$ cat config.mk
export PLATFORM = sky130hd
export DESIGN_NAME = json_string_escaper_top
export DESIGN_NICKNAME = d
export VERILOG_FILES = /design/src/rtl/core/jse_pkg.sv /design/src/rtl/core/jse_encoder.sv /design/src/rtl/core/jse_serializer.sv /design/src/rtl/core/json_string_escaper_top.sv
export SDC_FILE = /design/constraint.sdc
export NUM_CORES = 1
export LEC_CHECK = 0
export BUFFER_PORTS_ARGS = -buffer_cell sky130_fd_sc_hd__buf_2
export CELL_PAD_IN_SITES_DETAIL_PLACEMENT = 0
export CELL_PAD_IN_SITES_GLOBAL_PLACEMENT = 1
export CORE_UTILIZATION = 56
export CTS_BUF_LIST = sky130_fd_sc_hd__clkbuf_8
export CTS_CLUSTER_SIZE = 16
export DETAILED_ROUTE_END_ITERATION = 8
export GPL_TIMING_DRIVEN = 0
export PLACE_DENSITY = 0.9
export REMOVE_ABC_BUFFERS = 1
export SYNTH_ARGS = -nofsm -noshare
export SYNTH_HDL_FRONTEND = slang
export SYNTH_HIERARCHICAL = 1
export SYNTH_SLANG_ARGS = --single-unit
$ cat constraint.sdc
create_clock -name clk_i -period 18.1 [get_ports clk_i]
set_input_delay 3.62 -clock clk_i [delete_from_list [all_inputs] [get_ports clk_i]]
set_output_delay 3.62 -clock clk_i [all_outputs]
set_load 0.005 [all_outputs]
$ cat src/rtl/core/jse_pkg.sv
// ----------------------------------------------------------------------------
// jse_pkg
// Shared constants, types and helpers for the JSON string escaper.
// ----------------------------------------------------------------------------
`default_nettype none

package jse_pkg;

  // Longest expansion of one input byte: open quote, six-byte escape, close quote.
  localparam int MaxRes = 8;
  localparam int CntW   = $clog2(MaxRes + 1);
  localparam int EscMax = 6;

  // Characters used by the escaper.
  localparam logic [7:0] ChQuote  = 8'h22;
  localparam logic [7:0] ChBslash = 8'h5C;
  localparam logic [7:0] ChSlash  = 8'h2F;
  localparam logic [7:0] ChLf     = 8'h0A;
  localparam logic [7:0] ChCr     = 8'h0D;
  localparam logic [7:0] ChN      = 8'h6E;
  localparam logic [7:0] ChR      = 8'h72;
  localparam logic [7:0] ChU      = 8'h75;
  localparam logic [7:0] ChZero   = 8'h30;
  localparam logic [7:0] CtrlLim  = 8'd32;
  localparam logic [7:0] DelByte  = 8'd127;

  // Escaped text of one input item, first byte in the lowest slot.
  typedef struct packed {
    logic [MaxRes-1:0][7:0] bytes;
    logic [CntW-1:0]        len;
    logic                   close;
  } enc_seq_t;

  // Lowercase hex digit for one nibble.
  function automatic logic [7:0] hex_digit(input logic [3:0] nib);
    if (nib < 4'd10) begin
      return ChZero + {4'h0, nib};
    end
    return 8'h57 + {4'h0, nib};
  endfunction

endpackage

`default_nettype wire

$ cat src/rtl/core/jse_encoder.sv
// ----------------------------------------------------------------------------
// jse_encoder
// Turns one input byte and its string markers into the escaped byte sequence.
// ----------------------------------------------------------------------------
`default_nettype none

module jse_encoder (
  input  wire logic [7:0]       data_byte_i,
  input  wire logic             string_start_i,
  input  wire logic             string_end_i,
  input  wire logic             empty_string_i,
  output jse_pkg::enc_seq_t     seq_o
);
  import jse_pkg::*;

  logic [EscMax-1:0][7:0] esc;
  logic [CntW-1:0]        esc_len;
  logic [CntW-1:0]        pos;
  logic [CntW-1:0]        start_w;
  logic [CntW-1:0]        end_w;

  // Escape form of the data byte alone.
  always_comb begin
    esc     = '0;
    esc_len = CntW'(1);
    if (data_byte_i inside {ChQuote, ChBslash, ChSlash}) begin
      esc[0]  = ChBslash;
      esc[1]  = data_byte_i;
      esc_len = CntW'(2);
    end else if (data_byte_i == ChLf) begin
      esc[0]  = ChBslash;
      esc[1]  = ChN;
      esc_len = CntW'(2);
    end else if (data_byte_i == ChCr) begin
      esc[0]  = ChBslash;
      esc[1]  = ChR;
      esc_len = CntW'(2);
    end else if (data_byte_i < CtrlLim || data_byte_i > DelByte) begin
      esc[0]  = ChBslash;
      esc[1]  = ChU;
      esc[2]  = ChZero;
      esc[3]  = ChZero;
      esc[4]  = hex_digit(data_byte_i[7:4]);
      esc[5]  = hex_digit(data_byte_i[3:0]);
      esc_len = CntW'(EscMax);
    end else begin
      esc[0]  = data_byte_i;
    end
  end

  assign start_w = {{(CntW-1){1'b0}}, string_start_i};
  assign end_w   = {{(CntW-1){1'b0}}, string_end_i};

  // Place the optional quotes around the escape; an empty string is two quotes.
  always_comb begin
    seq_o = '0;
    pos   = '0;
    if (empty_string_i) begin
      seq_o.bytes[0] = ChQuote;
      seq_o.bytes[1] = ChQuote;
      seq_o.len      = CntW'(2);
      seq_o.close    = 1'b1;
    end else begin
      for (int i = 0; i < MaxRes; i++) begin
        pos = CntW'(i) - start_w;
        if (string_start_i && i == 0) begin
          seq_o.bytes[i] = ChQuote;
        end else if (pos < esc_len) begin
          seq_o.bytes[i] = esc[pos[$clog2(EscMax)-1:0]];
        end else begin
          seq_o.bytes[i] = ChQuote;
        end
      end
      seq_o.len   = start_w + esc_len + end_w;
      seq_o.close = string_end_i;
    end
  end

endmodule

`default_nettype wire

$ cat src/rtl/core/jse_serializer.sv
// ----------------------------------------------------------------------------
// jse_serializer
// Holds one escaped sequence and shifts it out one byte per output transfer.
// ----------------------------------------------------------------------------
`default_nettype none

module jse_serializer (
  input  wire logic              clk_i,
  input  wire logic              rst_ni,
  input  wire logic              in_valid_i,
  output logic                   in_stall_o,
  input  wire jse_pkg::enc_seq_t seq_i,
  output logic                   out_valid_o,
  input  wire logic              out_stall_i,
  output logic [7:0]             out_byte_o,
  output logic                   run_last_o,
  output logic                   string_done_o
);
  import jse_pkg::*;

  logic [MaxRes-1:0][7:0] seq_q, seq_d;
  logic [CntW-1:0]        cnt_q, cnt_d;
  logic                   close_q, close_d;
  logic                   out_xfer;
  logic                   in_xfer;
  logic                   last_byte;

  assign last_byte  = (cnt_q == CntW'(1));
  assign out_valid_o = (cnt_q != '0);
  assign out_xfer   = out_valid_o && !out_stall_i;
  // A new item may load as the final byte of the current one leaves.
  assign in_stall_o = out_valid_o && !(last_byte && out_xfer);
  assign in_xfer    = in_valid_i && !in_stall_o;

  // Next sequence: load a new item or shift out the byte just taken.
  always_comb begin
    seq_d   = seq_q;
    cnt_d   = cnt_q;
    close_d = close_q;
    if (in_xfer) begin
      seq_d   = seq_i.bytes;
      cnt_d   = seq_i.len;
      close_d = seq_i.close;
    end else if (out_xfer) begin
      seq_d   = seq_q >> 8;
      cnt_d   = cnt_q - CntW'(1);
    end
  end

  // Byte count is control state; the byte slots are payload.
  always_ff @(posedge clk_i or negedge rst_ni) begin
    if (!rst_ni) begin
      cnt_q   <= '0;
      close_q <= 1'b0;
    end else begin
      cnt_q   <= cnt_d;
      close_q <= close_d;
    end
  end

  always_ff @(posedge clk_i) begin
    seq_q <= seq_d;
  end

  assign out_byte_o    = seq_q[0];
  assign run_last_o    = last_byte;
  assign string_done_o = last_byte && close_q;

  // The count never exceeds the longest expansion.
  assert property (@(posedge clk_i) disable iff (!rst_ni) cnt_q <= CntW'(MaxRes))
    else $error("byte count out of range");

  // The closing quote is always the last byte of its item.
  assert property (@(posedge clk_i) disable iff (!rst_ni)
    string_done_o |-> (run_last_o && out_byte_o == ChQuote))
    else $error("string_done on a byte other than a final quote");

  // Taking a byte that is not the last leaves more bytes to send.
  assert property (@(posedge clk_i) disable iff (!rst_ni)
    (out_xfer && !last_byte) |=> out_valid_o)
    else $error("sequence ended early");

  // Input is never taken while non-final bytes remain.
  assert property (@(posedge clk_i) disable iff (!rst_ni)
    (out_valid_o && !last_byte) |-> !in_xfer)
    else $error("item loaded over a pending sequence");

endmodule

`default_nettype wire

$ cat src/rtl/core/json_string_escaper_top.sv
// ----------------------------------------------------------------------------
// json_string_escaper_top
// Escapes a byte string into JSON-quoted text, one output byte per cycle while
// out_stall_i is low. An accepted byte shows its first output byte in the next
// cycle. An item yields 1 to 8 output bytes on the single output byte lane; the
// next item loads as its last byte leaves: one plain byte per unstalled cycle.
// Reset: asynchronous, active low; clears the pending byte count so no
// output is valid and input is accepted at once.
// ----------------------------------------------------------------------------
`default_nettype none

module json_string_escaper_top (
  input  wire logic       clk_i,
  input  wire logic       rst_ni,
  input  wire logic       in_valid_i,
  output logic            in_stall_o,
  input  wire logic [7:0] data_byte_i,
  input  wire logic       string_start_i,
  input  wire logic       string_end_i,
  input  wire logic       empty_string_i,
  output logic            out_valid_o,
  input  wire logic       out_stall_i,
  output logic [7:0]      out_byte_o,
  output logic            run_last_o,
  output logic            string_done_o
);
  import jse_pkg::*;

  enc_seq_t enc_seq;

  // Escape the incoming byte.
  jse_encoder u_enc (
    .data_byte_i    (data_byte_i),
    .string_start_i (string_start_i),
    .string_end_i   (string_end_i),
    .empty_string_i (empty_string_i),
    .seq_o          (enc_seq)
  );

  // Register the sequence and send it out byte by byte.
  jse_serializer u_ser (
    .clk_i         (clk_i),
    .rst_ni        (rst_ni),
    .in_valid_i    (in_valid_i),
    .in_stall_o    (in_stall_o),
    .seq_i         (enc_seq),
    .out_valid_o   (out_valid_o),
    .out_stall_i   (out_stall_i),
    .out_byte_o    (out_byte_o),
    .run_last_o    (run_last_o),
    .string_done_o (string_done_o)
  );

endmodule

`default_nettype wire
==> flow_metrics.env <==
export IMPL_initial_utilization_pct=57.7
export IMPL_wl_per_cell_um=17.5
export IMPL_tns_ns=0
export IMPL_tightest_slew_ns=0.796
export IMPL_critPathKind="in -> out"
export IMPL_synth_enable_flop_cells=64
export IMPL_synth_seq_area_share_pct=43.4
export IMPL_fin_ws_ns=10.39
export IMPL_grt_pass1_vias=2937
export IMPL_fp_dieArea_sq_um=8790
export IMPL_path_cells="buf_2, inv_1, a21oi_1, buf_2"
export IMPL_synthTopCellsByCount="64 x edfxtp_1, 57 x mux2_4, 27 x nor2_1"
export IMPL_yosys_register_bits=69
export IMPL_p_leak_uw=0.00214
export IMPL_antenna_found_initial=0
export IMPL_track_usage_pct=21.9
export IMPL_cts_buffers=9
export IMPL_ant_nets=0
export IMPL_crit_path_top_delay_cell="buf_2"
export IMPL_drt_pass1_iterations=5
export IMPL_io_buffers=26
export IMPL_setup_violations=0
export IMPL_ioPinCount=27
export IMPL_max_slew_margin_pct=46.8
export IMPL_cts_tree="done"
export IMPL_fp_row_count=33
export IMPL_syn_cell_area_sq_um=4710
export IMPL_areaGrowthSynthToFinish_pct=6.29
export IMPL_crit_arrival_ns=4.09
export IMPL_syn_inst=389
export IMPL_rsz0062_at_grt="no"
export IMPL_cts_max_level=3
export IMPL_drt_initial_drc_count=224
export IMPL_worstPathRequired_ns=14.48
export IMPL_drive_gt1_share_pct=29.4
export IMPL_ys_types=59
export IMPL_synth_ff_type="edfxtp_1"
export IMPL_path_clk_slew_ns=0.07
export IMPL_core_sq_um=8180
export IMPL_cts_resized=0
export IMPL_grt_max_degree=41
export IMPL_synthArstFlopShare_pct=7.25
export IMPL_peakVddDrop_v=0.0000949
export IMPL_post_route_min_period_ns=7.71
export IMPL_pre_cts_slack_ns=10.40
export IMPL_grt_pass1_wl_mm=14.5
export IMPL_yosysWarnings=6
export IMPL_fp_dieW_um=93.7
export IMPL_max_cap_violations=0
export IMPL_route_vias_total=2978
export IMPL_pwr_density_cell_nw_per_um2=140
export IMPL_p_total_uw=703
export IMPL_grt_overflow=0
export IMPL_gp_congestion=0.882
export IMPL_critPathMostFrequentCell="buf_2"
export IMPL_fmax_mhz=130
export IMPL_hold_path_class="reg -> reg"
export IMPL_crit_path_end_kind="output port"
export IMPL_drt_total_wl_mm=8.97
export IMPL_layout_nets=439
export IMPL_hold_violations=0
export IMPL_synth_most_common_cell="edfxtp_1"
export IMPL_period_share_pct=42.6
export IMPL_syn_avg_cell_area_sq_um=12.1
export IMPL_clk_latency_ns=0.34
export IMPL_critical_path_max_fanout=9
export IMPL_die_h_um=93.7
export IMPL_slew_viol_final=0
export IMPL_r2r_setup_slack_ns=15.84
export IMPL_vias_per_cell=5.81
export IMPL_clock_tree_buffer_depth=2
export IMPL_finish_utilization_pct=61.3
export IMPL_post_synth_top_area_cell="edfxtp_1"
export IMPL_worstSetupStartpointType="input port"
export IMPL_synthTopCellsByArea="edfxtp_1 41%, mux2_4 18%, ha_1 5.3%"
export IMPL_status="complete, no violations"
export IMPL_hold_buffers=0
export IMPL_insertedDiodeCount=0
export IMPL_clock_root_buffer="clkbuf_8"
export IMPL_critical_path_max_stage_delay_ns=0.18
export IMPL_hpwl_mm=6.14
export IMPL_synth_top_area_share_pct=40.8
export IMPL_skew_ns=0.00423
export IMPL_clock_sinks=69
export IMPL_postCtsSetupBuffers=0
export IMPL_drc=0
-- layout by cell type (no fill, tap or decap), types with 5 or more instances in the layout --
cell	instances
edfxtp_1	64
mux2_4	57
nor2_1	27
buf_2	26
ha_1	20
a21oi_1	19
conb_1	17
o21ai_0	16
inv_1	14
nand2_1	14
and2_1	11
a31oi_1	10
clkbuf_8	9
nand3_1	7
nor2b_1	6
nor3_1	6
nor3b_1	5
o211ai_1	5
a211oi_1	5
dfrtp_1	5
-- stage by stage --
step | std cells | area [sq um] | hold slack, ns
6_report | 513 | 5010 | 0.522
5_1_grt | 513 | 5010 | 0.542
4_1_cts | 513 | 5010 | 0.529
3_5_place_dp | 497 | 4800 | 0.513
3_3_place_gp | 494 | 4710 | 0.504
2_1_floorplan | 363 | 4450 | 0.473
-- cells by family (layout without fill, tap and decap cells) --
| family | count (synthesis) | after routing | synth area share [%] |
|---|---|---|---|
| AOI/OAI and AO/OA | 73 | 73 | 10.5 |
| xor gates and xnor gates | 3 | 3 | 0.558 |
| adders and majority gates | 21 | 21 | 5.73 |
| buffers and inverters | 58 | 61 | 8.20 |
| DFF | 69 | 69 | 43.4 |
| muxes | 60 | 60 | 18.9 |
| other | 1 | 17 | 0.0796 |
| and+or+nand+nor | 104 | 104 | 12.5 |
-- sequential cells by signal (all words and copies together), names as in the netlist --
register / count
u_ser/close_q: 1
u_ser/cnt_q: 4
u_ser/out_byte_o: 8
u_ser/seq_q: 56
-- final cells by class --
class / count / area (sq um)
Clock buffer: 9 / 124
Timing Repair Buffer: 29 / 205
Multi-Input combinational cell: 278 / 2360
Clock inverter: 7 / 81.3
Sequential cell: 69 / 2050
Tap cell: 105 / 131
Fill cell: 660 / 3170
Inverter: 16 / 62.6
-- worst paths after layout --
kind	from	depth (start not counted)	to
max reg2reg	u_ser/cnt_q[1]	5	u_ser/seq_q[14]
min in group asynchronous	rst_ni	1	u_ser/cnt_q[3]
min reg2reg	u_ser/close_q	1	u_ser/close_q
max	out_stall_i	4	in_stall_o
min	u_ser/close_q	1	u_ser/close_q
max in group asynchronous	rst_ni	1	u_ser/cnt_q[2]
-- report_power, final --
group / switching, uW / leakage [uW] / internal, uW
sequential: 23.3 / 0.000695 / 287
clock: 56.3 / 0.000109 / 75.6
combinational: 109 / 0.00133 / 152
-- metal layers --
metal	part of all wire, %	GRT usage [%]
met1	45	27.7
met2	48	36.6
met3	5.2	2.99
met4	1.9	11.3
met5	0	0
-- worst max-delay path, delay by kind of cell --
kind                   cells  cell delay (ns)
buffers and inverters      3             0.36
AOI/OAI and AO/OA          1             0.11
(Power assumes the default switching activity.)
